**src/rtl/core/rfa_pkg.sv**
```systemverilog
`timescale 1ns / 1ps

package rfa_pkg;

    localparam int NUM_WORKERS_DEF = 10;
    localparam int QUEUE_DEPTH_DEF = 16;
    localparam int COUNT_W         = 16;

    localparam logic [1:0] REQ_GET      = 2'd0;
    localparam logic [1:0] REQ_GIVE     = 2'd1;
    localparam logic [1:0] REQ_COMPLETE = 2'd2;

    localparam logic [1:0] HAND_LEFT  = 2'd0;
    localparam logic [1:0] HAND_RIGHT = 2'd1;

    localparam logic [1:0] MSG_GRANT = 2'd0;
    localparam logic [1:0] MSG_ACK   = 2'd1;
    localparam logic [1:0] MSG_KIT   = 2'd2;

    typedef enum logic [2:0] {
        HS_IDLE  = 3'd0,
        HS_EMPTY = 3'd1,
        HS_LEFT  = 3'd2,
        HS_RIGHT = 3'd3,
        HS_WAITR = 3'd4
    } hand_status_t;

    typedef struct packed {
        logic [1:0] req_type;
        logic [1:0] hand;
        logic [3:0] worker;
    } req_t;

    typedef struct packed {
        logic [1:0] msg_kind;
        logic [3:0] target_worker;
        logic       granted_hand;
        logic       last;
    } rsp_t;

    typedef struct packed {
        logic load;
        logic exec;
        logic scan;
        logic ack;
        logic kit;
    } cmd_t;

    typedef struct packed {
        logic [1:0] req_type;
        logic       worker_ok;
        logic       scan_done;
        logic       out_free;
    } stat_t;

endpackage

```
**src/rtl/core/ring_fork_arbiter.sv**
```systemverilog
`timescale 1ns / 1ps

// Channel   Signals                          Direction  Carries
// request   req_valid, req_ready, req_data   in         req_type, hand, worker
// response  rsp_valid, rsp_ready, rsp_data   out        msg_kind, target_worker, granted_hand, last
//
// One request is handled at a time. A get or an ignored request ends in the execute state,
// a part completion adds a kit step, and a give adds a rescan and an ack step; the rescan
// visits one wait queue entry a cycle while the response register is free. Each result waits
// while the response register is held by a stalled earlier result. Reset clears forks, hand
// states, queue length and part counts at once; no clearing pass is needed.
module ring_fork_arbiter
#(
    parameter int NUM_WORKERS = rfa_pkg::NUM_WORKERS_DEF,
    parameter int QUEUE_DEPTH = rfa_pkg::QUEUE_DEPTH_DEF
)
(
    input  logic          clk,
    input  logic          rst_n,
    input  logic          req_valid,
    output logic          req_ready,
    input  rfa_pkg::req_t req_data,
    output logic          rsp_valid,
    input  logic          rsp_ready,
    output rfa_pkg::rsp_t rsp_data
);

    rfa_pkg::cmd_t  cmd;
    rfa_pkg::stat_t stat;

    rfa_ctrl u_ctrl
    (
        .clk       (clk),
        .rst_n     (rst_n),
        .req_valid (req_valid),
        .req_ready (req_ready),
        .stat      (stat),
        .cmd       (cmd)
    );

    rfa_datapath
    #(
        .NUM_WORKERS (NUM_WORKERS),
        .QUEUE_DEPTH (QUEUE_DEPTH)
    )
    u_datapath
    (
        .clk       (clk),
        .rst_n     (rst_n),
        .req_data  (req_data),
        .cmd       (cmd),
        .stat      (stat),
        .rsp_valid (rsp_valid),
        .rsp_ready (rsp_ready),
        .rsp_data  (rsp_data)
    );

endmodule

```
**src/rtl/core/rfa_ctrl.sv**
```systemverilog
`timescale 1ns / 1ps

module rfa_ctrl
(
    input  logic          clk,
    input  logic          rst_n,
    input  logic          req_valid,
    output logic          req_ready,
    input  rfa_pkg::stat_t stat,
    output rfa_pkg::cmd_t  cmd
);

    typedef enum logic [4:0] {
        S_IDLE = 5'b00001,
        S_EXEC = 5'b00010,
        S_SCAN = 5'b00100,
        S_ACK  = 5'b01000,
        S_KIT  = 5'b10000
    } state_t;

    state_t state_reg;
    state_t state_next;

    always_ff @(posedge clk or negedge rst_n)
    begin
        if (!rst_n)
        begin
            state_reg <= S_IDLE;
        end
        else
        begin
            state_reg <= state_next;
        end
    end

    assign req_ready = (state_reg == S_IDLE);

    always_comb
    begin
        state_next = state_reg;
        cmd        = '0;
        unique case (state_reg)
            S_IDLE:
            begin
                if (req_valid)
                begin
                    cmd.load   = 1'b1;
                    state_next = S_EXEC;
                end
            end
            S_EXEC:
            begin
                if (!stat.worker_ok)
                begin
                    state_next = S_IDLE;
                end
                else if (stat.out_free)
                begin
                    cmd.exec = 1'b1;
                    case (stat.req_type)
                        rfa_pkg::REQ_GIVE:     state_next = S_SCAN;
                        rfa_pkg::REQ_COMPLETE: state_next = S_KIT;
                        default:               state_next = S_IDLE;
                    endcase
                end
            end
            S_SCAN:
            begin
                if (stat.scan_done)
                begin
                    state_next = S_ACK;
                end
                else if (stat.out_free)
                begin
                    cmd.scan = 1'b1;
                end
            end
            S_ACK:
            begin
                if (stat.out_free)
                begin
                    cmd.ack    = 1'b1;
                    state_next = S_IDLE;
                end
            end
            S_KIT:
            begin
                if (stat.out_free)
                begin
                    cmd.kit    = 1'b1;
                    state_next = S_IDLE;
                end
            end
            default:
            begin
                state_next = S_IDLE;
            end
        endcase
    end

endmodule

```
**src/rtl/core/rfa_datapath.sv**
```systemverilog
`timescale 1ns / 1ps

module rfa_datapath
#(
    parameter int NUM_WORKERS = rfa_pkg::NUM_WORKERS_DEF,
    parameter int QUEUE_DEPTH = rfa_pkg::QUEUE_DEPTH_DEF
)
(
    input  logic           clk,
    input  logic           rst_n,
    input  rfa_pkg::req_t  req_data,
    input  rfa_pkg::cmd_t  cmd,
    output rfa_pkg::stat_t stat,
    output logic           rsp_valid,
    input  logic           rsp_ready,
    output rfa_pkg::rsp_t  rsp_data
);

    localparam int IW = $clog2(NUM_WORKERS);
    localparam int QW = $clog2(QUEUE_DEPTH);
    localparam int LW = $clog2(QUEUE_DEPTH + 1);
    localparam int CW = rfa_pkg::COUNT_W;

    rfa_pkg::req_t        req_reg;
    logic [NUM_WORKERS-1:0] busy_reg;
    rfa_pkg::hand_status_t status_reg [NUM_WORKERS];
    logic [3:0]           queue_reg [QUEUE_DEPTH];
    logic [3:0]           queue_next [QUEUE_DEPTH];
    logic [LW-1:0]        len_reg;
    logic [LW-1:0]        len_next;
    logic [3:0]           snap_reg [QUEUE_DEPTH];
    logic [LW-1:0]        snap_len_reg;
    logic [LW-1:0]        k_reg;
    logic [CW-1:0]        count_reg [NUM_WORKERS];
    logic                 rsp_valid_reg;
    rfa_pkg::rsp_t        rsp_reg;

    logic [IW-1:0] w;
    logic [IW-1:0] m;
    logic [IW-1:0] cur;
    logic [IW-1:0] cur_left;
    logic [IW-1:0] cur_right;
    logic          pn_found;
    logic          pm_found;
    logic [QW-1:0] pn;
    logic [QW-1:0] pm;
    logic          scan_left;
    logic          scan_right;
    logic          do_append;
    logic          do_remove;
    logic          all_full;
    logic          emit;
    rfa_pkg::rsp_t emit_data;

    assign w   = req_reg.worker[IW-1:0];
    assign m   = snap_reg[k_reg[QW-1:0]][IW-1:0];
    assign cur = cmd.scan ? m : w;
    assign cur_left  = (cur == '0) ? IW'(NUM_WORKERS - 1) : cur - IW'(1);
    assign cur_right = (cur == IW'(NUM_WORKERS - 1)) ? '0 : cur + IW'(1);

    always_comb
    begin
        pn_found = 1'b0;
        pm_found = 1'b0;
        pn       = '0;
        pm       = '0;
        for (int i = QUEUE_DEPTH - 1; i >= 0; i--)
        begin
            if (LW'(i) < len_reg && queue_reg[i] == 4'(cur_left))
            begin
                pn_found = 1'b1;
                pn       = QW'(i);
            end
            if (LW'(i) < len_reg && queue_reg[i] == 4'(cur))
            begin
                pm_found = 1'b1;
                pm       = QW'(i);
            end
        end
    end

    assign scan_left = (status_reg[m] == rfa_pkg::HS_EMPTY) && !busy_reg[m]
                       && (!pn_found || !pm_found || pn > pm);
    assign scan_right = !scan_left && (status_reg[m] == rfa_pkg::HS_WAITR)
                        && !busy_reg[cur_right];

    always_comb
    begin
        all_full = 1'b1;
        for (int i = 0; i < NUM_WORKERS; i++)
        begin
            if (count_reg[i] == '0)
            begin
                all_full = 1'b0;
            end
        end
    end

    always_comb
    begin
        do_append = 1'b0;
        do_remove = 1'b0;
        if (cmd.exec && req_reg.req_type == rfa_pkg::REQ_GET)
        begin
            if (req_reg.hand == rfa_pkg::HAND_LEFT)
            begin
                do_append = (len_reg < LW'(QUEUE_DEPTH));
            end
            else if (req_reg.hand == rfa_pkg::HAND_RIGHT)
            begin
                do_remove = !busy_reg[cur_right] && pm_found;
            end
        end
        if (cmd.scan && scan_right)
        begin
            do_remove = pm_found;
        end
    end

    always_comb
    begin
        len_next = len_reg;
        for (int i = 0; i < QUEUE_DEPTH; i++)
        begin
            queue_next[i] = queue_reg[i];
        end
        if (do_append)
        begin
            queue_next[len_reg[QW-1:0]] = 4'(w);
            len_next = len_reg + LW'(1);
        end
        if (do_remove)
        begin
            for (int i = 0; i < QUEUE_DEPTH - 1; i++)
            begin
                if (QW'(i) >= pm)
                begin
                    queue_next[i] = queue_reg[i + 1];
                end
            end
            len_next = len_reg - LW'(1);
        end
    end

    always_comb
    begin
        emit      = 1'b0;
        emit_data = '0;
        if (cmd.exec && req_reg.req_type == rfa_pkg::REQ_GET)
        begin
            if (req_reg.hand == rfa_pkg::HAND_LEFT && !pn_found && !busy_reg[w])
            begin
                emit = 1'b1;
                emit_data = '{rfa_pkg::MSG_GRANT, req_reg.worker, 1'b0, 1'b1};
            end
            else if (req_reg.hand == rfa_pkg::HAND_RIGHT && !busy_reg[cur_right])
            begin
                emit = 1'b1;
                emit_data = '{rfa_pkg::MSG_GRANT, req_reg.worker, 1'b1, 1'b1};
            end
        end
        if (cmd.scan && (scan_left || scan_right))
        begin
            emit = 1'b1;
            emit_data = '{rfa_pkg::MSG_GRANT, 4'(m), scan_right, 1'b0};
        end
        if (cmd.ack)
        begin
            emit = 1'b1;
            emit_data = '{rfa_pkg::MSG_ACK, req_reg.worker, 1'b0, 1'b1};
        end
        if (cmd.kit && all_full)
        begin
            emit = 1'b1;
            emit_data = '{rfa_pkg::MSG_KIT, 4'd0, 1'b0, 1'b1};
        end
    end

    always_ff @(posedge clk)
    begin
        if (cmd.load)
        begin
            req_reg <= req_data;
        end
        for (int i = 0; i < QUEUE_DEPTH; i++)
        begin
            queue_reg[i] <= queue_next[i];
        end
        if (cmd.exec)
        begin
            for (int i = 0; i < QUEUE_DEPTH; i++)
            begin
                snap_reg[i] <= queue_reg[i];
            end
        end
        if (emit)
        begin
            rsp_reg <= emit_data;
        end
    end

    always_ff @(posedge clk or negedge rst_n)
    begin
        if (!rst_n)
        begin
            busy_reg      <= '0;
            len_reg       <= '0;
            snap_len_reg  <= '0;
            k_reg         <= '0;
            rsp_valid_reg <= 1'b0;
            for (int i = 0; i < NUM_WORKERS; i++)
            begin
                status_reg[i] <= rfa_pkg::HS_IDLE;
                count_reg[i]  <= '0;
            end
        end
        else
        begin
            len_reg <= len_next;
            if (emit)
            begin
                rsp_valid_reg <= 1'b1;
            end
            else if (rsp_ready)
            begin
                rsp_valid_reg <= 1'b0;
            end
            if (cmd.exec)
            begin
                snap_len_reg <= len_reg;
                k_reg        <= '0;
                case (req_reg.req_type)
                    rfa_pkg::REQ_GET:
                    begin
                        if (req_reg.hand == rfa_pkg::HAND_LEFT)
                        begin
                            if (!pn_found && !busy_reg[w])
                            begin
                                busy_reg[w]   <= 1'b1;
                                status_reg[w] <= rfa_pkg::HS_LEFT;
                            end
                            else
                            begin
                                status_reg[w] <= rfa_pkg::HS_EMPTY;
                            end
                        end
                        else if (req_reg.hand == rfa_pkg::HAND_RIGHT)
                        begin
                            if (!busy_reg[cur_right])
                            begin
                                busy_reg[cur_right] <= 1'b1;
                                status_reg[w]       <= rfa_pkg::HS_RIGHT;
                            end
                            else
                            begin
                                status_reg[w] <= rfa_pkg::HS_WAITR;
                            end
                        end
                    end
                    rfa_pkg::REQ_GIVE:
                    begin
                        if (req_reg.hand == rfa_pkg::HAND_LEFT)
                        begin
                            busy_reg[w]   <= 1'b0;
                            status_reg[w] <= rfa_pkg::HS_EMPTY;
                        end
                        else if (req_reg.hand == rfa_pkg::HAND_RIGHT)
                        begin
                            busy_reg[cur_right] <= 1'b0;
                            status_reg[w]       <= rfa_pkg::HS_LEFT;
                        end
                    end
                    rfa_pkg::REQ_COMPLETE:
                    begin
                        if (count_reg[w] != '1)
                        begin
                            count_reg[w] <= count_reg[w] + CW'(1);
                        end
                    end
                    default:
                    begin
                    end
                endcase
            end
            if (cmd.scan)
            begin
                k_reg <= k_reg + LW'(1);
                if (scan_left)
                begin
                    busy_reg[m]   <= 1'b1;
                    status_reg[m] <= rfa_pkg::HS_LEFT;
                end
                else if (scan_right)
                begin
                    busy_reg[cur_right] <= 1'b1;
                    status_reg[m]       <= rfa_pkg::HS_RIGHT;
                end
            end
            if (cmd.kit && all_full)
            begin
                for (int i = 0; i < NUM_WORKERS; i++)
                begin
                    count_reg[i] <= count_reg[i] - CW'(1);
                end
            end
        end
    end

    assign stat.req_type  = req_reg.req_type;
    assign stat.worker_ok = ({1'b0, req_reg.worker} < 5'(NUM_WORKERS));
    assign stat.scan_done = (k_reg == snap_len_reg);
    assign stat.out_free  = !rsp_valid_reg || rsp_ready;

    assign rsp_valid = rsp_valid_reg;
    assign rsp_data  = rsp_reg;

endmodule

```
**config.mk**
```make
export PLATFORM = sky130hd
export DESIGN_NAME = ring_fork_arbiter
export DESIGN_NICKNAME = d
export VERILOG_FILES = /design/src/rtl/core/rfa_pkg.sv /design/src/rtl/core/ring_fork_arbiter.sv /design/src/rtl/core/rfa_ctrl.sv /design/src/rtl/core/rfa_datapath.sv
export SDC_FILE = /design/constraint.sdc
export NUM_CORES = 1
export LEC_CHECK = 0
export BUFFER_PORTS_ARGS = -buffer_cell sky130_fd_sc_hd__buf_2
export CAP_MARGIN = 30
export CORE_ASPECT_RATIO = 0.8
export CORE_MARGIN = 1.5
export CORE_UTILIZATION = 40
export CTS_CLUSTER_SIZE = 8
export DETAILED_ROUTE_END_ITERATION = 6
export PLACE_DENSITY_LB_ADDON = 0.25
export SYNTH_ARGS = -nofsm -noshare
export SYNTH_HDL_FRONTEND = slang
export SYNTH_HIERARCHICAL = 1
export SYNTH_SLANG_ARGS = --single-unit
export TNS_END_PERCENT = 30
```
**constraint.sdc**
```tcl
create_clock -name clk -period 8.79 [get_ports clk]
set_input_delay 2.637 -clock clk [delete_from_list [all_inputs] [get_ports clk]]
set_output_delay 2.637 -clock clk [all_outputs]
set_load 0.005 [all_outputs]
```
==> results of run 1 <==
worst paths after layout:
| check | from | to | cells past startpoint |
|---|---|---|---|
| worst max register to register | u_datapath/k_reg[0] | u_datapath/rsp_data[5] | 21 |
| max in group asynchronous | rst_n | u_datapath/k_reg[0] | 2 |
| worst min-delay path | u_datapath/k_reg[4] | u_datapath/k_reg[4] | 1 |
| worst max-delay path | rsp_ready | u_datapath/rsp_data[5] | 25 |
| min in group asynchronous | rst_n | u_datapath/count_reg[51] | 1 |
| worst min register to register | u_datapath/k_reg[4] | u_datapath/k_reg[4] | 1 |
final cells by class:
type | count | area (um^2)
Fill cell | 5912 | 33500
Antenna cell | 1 | 2.50
Timing Repair Buffer | 118 | 983
Clock buffer | 73 | 1430
Sequential cell | 365 | 9260
Multi-Input combinational cell | 2282 | 14200
Inverter | 107 | 404
Tap cell | 830 | 1040
Clock inverter | 3 | 28.8
power by group through the flow:
stage          Combinational [mW]  Sequential, mW  Clock [mW]
4_1_cts                      2.48            2.55        1.92
3_5_place_dp                 2.48            2.58           0
6_report                     2.62            2.57        1.89
2_1_floorplan                1.66            2.37           0
3_3_place_gp                 2.43            2.57           0
5_1_grt                      2.78            2.61        1.99
synth_stat cells, types with 57 or more instances:
cell / count / area (um^2)
inv_1: 103 / 387
nand3_1: 110 / 551
nor3_1: 117 / 586
o21ai_0: 288 / 1440
nand2_1: 284 / 1070
mux2i_1: 57 / 571
nor2_1: 347 / 1300
xnor2_1: 76 / 666
edfxtp_1: 84 / 2520
dfxtp_1: 60 / 1200
clkbuf_1: 86 / 323
dfrtp_1: 220 / 5510
a21oi_1: 242 / 1210
worst register-to-register path, stage by stage, from the launching register on:
cell	delay (ns)
dfrtp_2	0.69
buf_4	0.35
mux2i_1	0.82
a221o_1	0.38
o31ai_2	0.11
nor2_2	0.46
buf_12	0.22
xnor2_1	0.09
or4_1	0.59
and3_1	0.17
o21ai_0	0.52
a31oi_1	0.22
a31oi_1	0.37
ha_1	0.21
nor2b_1	0.04
o21ai_0	0.14
nand2b_1	0.08
a21oi_1	0.16
a41o_1	0.22
and3_1	0.18
a22o_1	0.25
nand3_1	0.35
cell usage in the layout, fill, tap and decap left out, types with 60 or more instances in the layout:
master	n
o21ai_0	288
nand3_1	110
dfrtp_1	219
nand2_1	284
nor2_1	347
nor3_1	116
buf_4	85
xnor2_1	73
edfxtp_1	84
dfxtp_1	60
a21oi_1	241
inv_1	103
layer usage:
layer  routed length (um)  GRT usage [%]  vias up
met5                   72          0.855        -
li1                     -              -    10826
met4                 2150           7.99        2
met1                46100           50.0    12061
met2                37300           38.9     1647
met3                15900           12.2      156
cell families after synthesis:
group,after synthesis
AO/OA/AOI/OAI,906
XOR/XNOR,86
adder cells (fa/ha/maj),22
buffers and inverters,258
flip-flops,365
multiplexers,133
AND/OR/NAND/NOR,1135
stage by stage:
stage | utilization [%] | cell area (um^2) | worst slack, ns | power, mW
5_1_grt | 44.9 | 27400 | 0.478 | 7.38
6_report | 45.0 | 27400 | 0.842 | 7.07
2_1_floorplan | - | 24600 | 0.650 | 4.03
3_3_place_gp | 42.4 | 25800 | 0.337 | 5.00
3_5_place_dp | 42.4 | 25800 | 0.389 | 5.06
4_1_cts | 44.8 | 27300 | 0.982 | 6.96
==> results.tsv, run 1 <==
stage	metric	value	unit
outcome	outcome	completed	
clock_tree	post-CTS setup buffers	0	
global_routing	GRT Util Overall	31.8	%
global_routing	initial antenna violation count	5	
timing	Fin Hold WS	0.508	ns
yosys	Post-synth EDFFs	84	
timing	Slew headroom	24.0	%
yosys	complex-gate fraction of the synthesized area	23.7	%
critical_path	reg2reg setup slack	1.82	ns
power_and_ir_drop	Seq pwr share	36.3	%
layout	Area Growth Syn to Fin	11.5	%
drt	Vias	24692	
place	Cells after DPL	3695	
die	Initial Util	40.3	%
yosys	area of the mapped netlist	0.0246	mm^2
critical_path	crit start category	primary input	
die	I/O Pins	22	
yosys	post-synthesis register bit count	365	
timing	Clock Skew	0.0406	ns
yosys	Post-Synth Adder-Cell Area	1.12	%
critical_path	Worst Path Buf+Inv	4	
yosys	Post-Synth XOR/XNOR Area	3.07	%
critical_path	WS Path Type	in -> reg	
yosys	largest family of logic cells by synthesized area	compound AO/OA/AOI/OAI gates	
critical_path	required time of the critical path	9.02	ns
global_routing	vias in the first global route	22185	
min_path	HP Class	reg -> reg	
die	row count	81	
die	Die W	280	um
timing	Slew Limit Fails	0	
clock_tree	clock root buffer	clkbuf_16	
timing	Slew @ Worst Pin	1.14	ns
clock_tree	clk_lat worst skew	0.62	ns
yosys	Mapped Nets	2939	
drt	Pre-Repair DR Iteration Count	6	
layout	Nets	2960	
drt	DRT iter0 DRCs	3863	
place	placer's final routability congestion estimate	1.02	
yosys	Yosys warning total	6	
yosys	Cells after Synth	2905	
clock_tree	CTS tree	yes	
place	HPWL after detailed placement	74100	um
global_routing	largest net degree at the start of global routing	193	
power_and_ir_drop	Leak	10.6	nW
clock_tree	Clock transition at path regs	0.05	ns
global_routing	first-pass GRT wire length	149000	um
run	max_cap viols	0	
power_and_ir_drop	worst vdd ir	155	uV
critical_path	CP top delay family	compound AO/OA/AOI/OAI gates	
timing	Final setup viols	0	
clock_tree	# hold bufs at CTS	0	
drt	WL/cell	26.9	um
clock_tree	TritonCTS buffer count	52	
layout	layout cell share with drive strength beyond 1	11.2	%
clock_tree	level count of the clock H-tree	2	
drt	Residual DRC	0	
die	Chip Height	225	um
layout	Finished Layout Cells	3779	
timing	Hold Vio Cnt, Final	0	
critical_path	Max Fanout on Critical Path	12	
critical_path	slowest library cell on the worst path	a211oi_2	
clock_tree	Resize count post-CTS	0	
layout	max reg flops	160	
die	core box area	0.0609	mm^2
critical_path	Worst Path Arrival	8.18	ns
drt	Routed Antenna Nets	0	
power_and_ir_drop	Clk pwr share	26.7	%
timing	fmax	0.126	GHz
clock_tree	CTS Sinks	365	
critical_path	Max stage delay on crit path	0.43	ns
yosys	Synth cell types	113	
die	DIE AREA	0.0629	mm^2
drt	WL final	102000	um
critical_path	Crit. End Element	flip-flop	
timing	fin crit period	7.95	ns
place	PortBufs	21	
yosys	top_reg_cell synth	dfrtp_1	
yosys	ys async rst share	60.5	%
global_routing	gr ovfl total	0	
yosys	post-synthesis simple-gate area fraction	22.2	%
yosys	multiplexer share of the synthesized area	7.61	%
power_and_ir_drop	Gate power share	37.0	%
timing	crit share post-route	90.4	%
timing	Fin Setup TNS	0	ns
yosys	Mean Syn Cell Area	8.45	um^2
yosys	register area share after synthesis	37.7	%
clock_tree	clock buffer depth	3	
timing	RSZ-0062 raised after global routing	no	
drt	via/cell ratio	6.53	
power_and_ir_drop	cell-internal power	4.10	mW
power_and_ir_drop	Sw Share	42.0	%
power_and_ir_drop	sw power	2.97	mW
power_and_ir_drop	Pwr per Cell Area	258	mW/mm^2
Power figures use the tool's default switching activity.
==> run 2, diff against run 1 <==
--- a/config.mk
+++ b/config.mk
@@ -7,9 +7,11 @@
 export LEC_CHECK = 0
 export BUFFER_PORTS_ARGS = -buffer_cell sky130_fd_sc_hd__buf_2
 export CAP_MARGIN = 30
+export CELL_PAD_IN_SITES_DETAIL_PLACEMENT = 0
+export CELL_PAD_IN_SITES_GLOBAL_PLACEMENT = 2
 export CORE_ASPECT_RATIO = 0.8
 export CORE_MARGIN = 1.5
-export CORE_UTILIZATION = 40
+export CORE_UTILIZATION = 37
 export CTS_CLUSTER_SIZE = 8
 export DETAILED_ROUTE_END_ITERATION = 6
 export PLACE_DENSITY_LB_ADDON = 0.25
==> constraint.sdc (replaced) <==
create_clock -name clk -period 7.3 [get_ports clk]
set_input_delay 2.19 -clock clk [delete_from_list [all_inputs] [get_ports clk]]
set_output_delay 2.19 -clock clk [all_outputs]
set_load 0.005 [all_outputs]
==> run 2 against run 1 <==
The flow now finishes with violations (design-rule violations). Via count grew 1.1%. Routed wire length grew 6.8%. Highest routed layer unchanged. Non-clock buffer count grew 93. Die area grew 8.0%. Count of clock-buffer cells in the layout grew 8. Critical path type unchanged. Global-route usage shrank 0.49 points. Worst hold slack is essentially flat. Critical endpoint is now u_datapath/rsp_data[2]. Final cell count grew 3.5%.
==> results.tsv, run 2 (synthesized netlist as in run 1, its figures left out) <==
stage	metric	value	unit	change
timing	Slew headroom	23.7	%	was 24.0%
critical_path	Max Fanout on Critical Path	11		was 12
clock_tree	TritonCTS buffer count	52		unchanged
timing	fin crit period	6.96	ns	
clock_tree	level count of the clock H-tree	2		unchanged
place	Cells after DPL	3822		was 3695
die	Initial Util	37.4	%	was 40.3%
layout	Nets	3053		was 2960
critical_path	Worst Path Arrival	7.28	ns	was 8.18 ns
layout	Design Area, Final	0.0282	mm^2	was 0.0274 mm^2
drt	Residual DRC	3		was 0
clock_tree	clock buffer depth	3		unchanged
clock_tree	# hold bufs at CTS	0		unchanged
global_routing	gr ovfl total	0		unchanged
timing	Slew @ Worst Pin	1.14	ns	about the same
critical_path	WS Path Type	in -> reg		unchanged
global_routing	largest net degree at the start of global routing	107		was 193
timing	crit share post-route	95.3	%	
min_path	HP Class	reg -> reg		unchanged
place	Placed Area	0.0266	mm^2	was 0.0258 mm^2
die	DIE AREA	0.0679	mm^2	was 0.0629 mm^2
drt	Vias	24962		was 24692
drt	WL/cell	27.7	um	was 26.9 um
power_and_ir_drop	worst vdd ir	193	uV	was 155 uV
critical_path	required time of the critical path	7.61	ns	was 9.02 ns
outcome	failing checks	design-rule violations		
timing	Slew Limit Fails	0		unchanged
global_routing	GRT Util Overall	31.3	%	was 31.8%
critical_path	crit-path most repeated cell	buf_4		
die	row count	84		was 81
die	Chip Height	233	um	was 225 um
drt	Routed Antenna Nets	0		unchanged
drt	WL final	108000	um	was 102000 um
place	placer's final routability congestion estimate	0.963		was 1.02
global_routing	vias in the first global route	22660		was 22185
clock_tree	post-CTS setup buffers	0		unchanged
layout	Finished Layout Cells	3912		was 3779
outcome	outcome	finished, violations left		was completed
place	PortBufs	21		unchanged
global_routing	initial antenna violation count	4		was 5
critical_path	Crit. End Element	flip-flop		unchanged
clock_tree	clk_lat worst skew	0.60	ns	was 0.62 ns
die	Die W	291	um	was 280 um
layout	Area Growth Syn to Fin	14.7	%	was 11.5%
timing	Final setup viols	0		unchanged
layout	commonest non-fill, non-tap cells in the layout	346 x nor2_1, 287 x o21ai_0, 283 x nand2_1, 242 x a21oi_1, 219 x dfrtp_1		was 347 x nor2_1, 288 x o21ai_0, 284 x nand2_1, 241 x a21oi_1, 219 x dfrtp_1
critical_path	crit start category	primary input		unchanged
layout	fill count	6487		was 5912
power_and_ir_drop	Leak	11.1	nW	was 10.6 nW
run	max_cap viols	0		unchanged
drt	DRT iter0 DRCs	3318		was 3863
clock_tree	CTS Sinks	365		unchanged
layout	layout cell share with drive strength beyond 1	13.9	%	was 11.2%
global_routing	first-pass GRT wire length	158000	um	was 149000 um
die	core box area	0.0657	mm^2	was 0.0609 mm^2
place	HPWL after detailed placement	79700	um	was 74100 um
clock_tree	Clock transition at path regs	0.06	ns	was 0.05 ns
critical_path	slowest library cell on the worst path	a211oi_1		was a211oi_2
clock_tree	clock root buffer	clkbuf_16		unchanged
critical_path	Max stage delay on crit path	0.35	ns	was 0.43 ns
die	I/O Pins	22		unchanged
timing	Hold Vio Cnt, Final	0		unchanged
clock_tree	CTS tree	yes		unchanged
timing	Clock Skew	0.0178	ns	was 0.0406 ns
power_and_ir_drop	Total Power	8.68	mW	was 7.07 mW
timing	Fin Setup TNS	0	ns	unchanged
drt	via/cell ratio	6.38		was 6.53
timing	fmax	0.144	GHz	
layout	max reg flops	160		unchanged
drt	Pre-Repair DR Iteration Count	7		was 6
layout	commonest non-fill, non-tap cell in the layout	nor2_1		unchanged
timing	RSZ-0062 raised after global routing	no		unchanged
power_and_ir_drop	Pwr per Cell Area	308	mW/mm^2	was 258 mW/mm^2
==> run 2: cell count changes in the layout (fill, tap and decap cells not counted), sizes merged <==
cell and change:
buf +94, inv +2, clkinv -1, clkbuf +7, diode +2, clkinvlp -1
==> run 2: worst max-delay path, delay by kind of cell <==
family	cells	cell delay [ns]
buffers and inverters	7	1.00
and+or+nand+nor	9	1.16
AOI/OAI and AO/OA	12	2.61
adders and majority gates	1	0.29
==> run 2: final cells by class <==
class	instances	area [um^2]	share of cell area, %
sequential	365	9260	32.9
multi-input combinational	2282	14300	50.6
clock buffer	81	1430	5.08
inverter	107	404	1.43
tap	860	1080	3.82
clock inverter	3	45.0	0.160
timing repair buffer	211	1680	5.97
antenna	3	7.51	0.0267
==> run 2: metrics by stage <==
step	util, %	setup WS [ns]	hold slack, ns
floorplan	-	0.0320	0.406
global placement	40.5	-0.254	0.470
detailed placement	40.6	-0.265	0.488
CTS	42.8	0.300	0.506
global route	42.9	0.0256	0.533
finish	42.9	0.340	0.508
==> run 2: path summary, 6_finish.rpt <==
kind / cells past startpoint / slack (ns) / to / start
setup / recovery: 29 / 0.34 / u_datapath/rsp_data[2] / rsp_ready
hold reg to reg: 2 / 0.51 / u_datapath/status_reg[22] / u_datapath/status_reg[22]
max in group asynchronous: 2 / 4.77 / u_datapath/count_reg[23] / rst_n
hold / removal: 2 / 0.51 / u_datapath/status_reg[22] / u_datapath/status_reg[22]
setup reg to reg: 24 / 0.85 / u_datapath/rsp_data[2] / u_datapath/k_reg[0]
min in group asynchronous: 1 / 1.51 / u_datapath/count_reg[52] / rst_n
==> run 2: per-layer routing <==
metal | GRT usage, % | up-vias | wire (um)
met1 | 49.5 | 12391 | 52500
met4 | 5.78 | 4 | 1570
met2 | 39.7 | 1418 | 40500
li1 | - | 11024 | -
met3 | 10.7 | 125 | 14000
met5 | 0 | - | 30
==> run 2: timing repair <==
action,CTS,global route
gates resized for setup,0,4
endpoints found under the hold margin,0,0
endpoints found under the setup margin,0,33
==> run 2: power by group <==
part / internal [mW] / switching [mW] / leakage, nW
combinational: 1.14 / 2.15 / 6.30
clock: 1.33 / 0.965 / 0.708
sequential: 2.51 / 0.583 / 4.05
total: 4.98 / 3.70 / 11.1
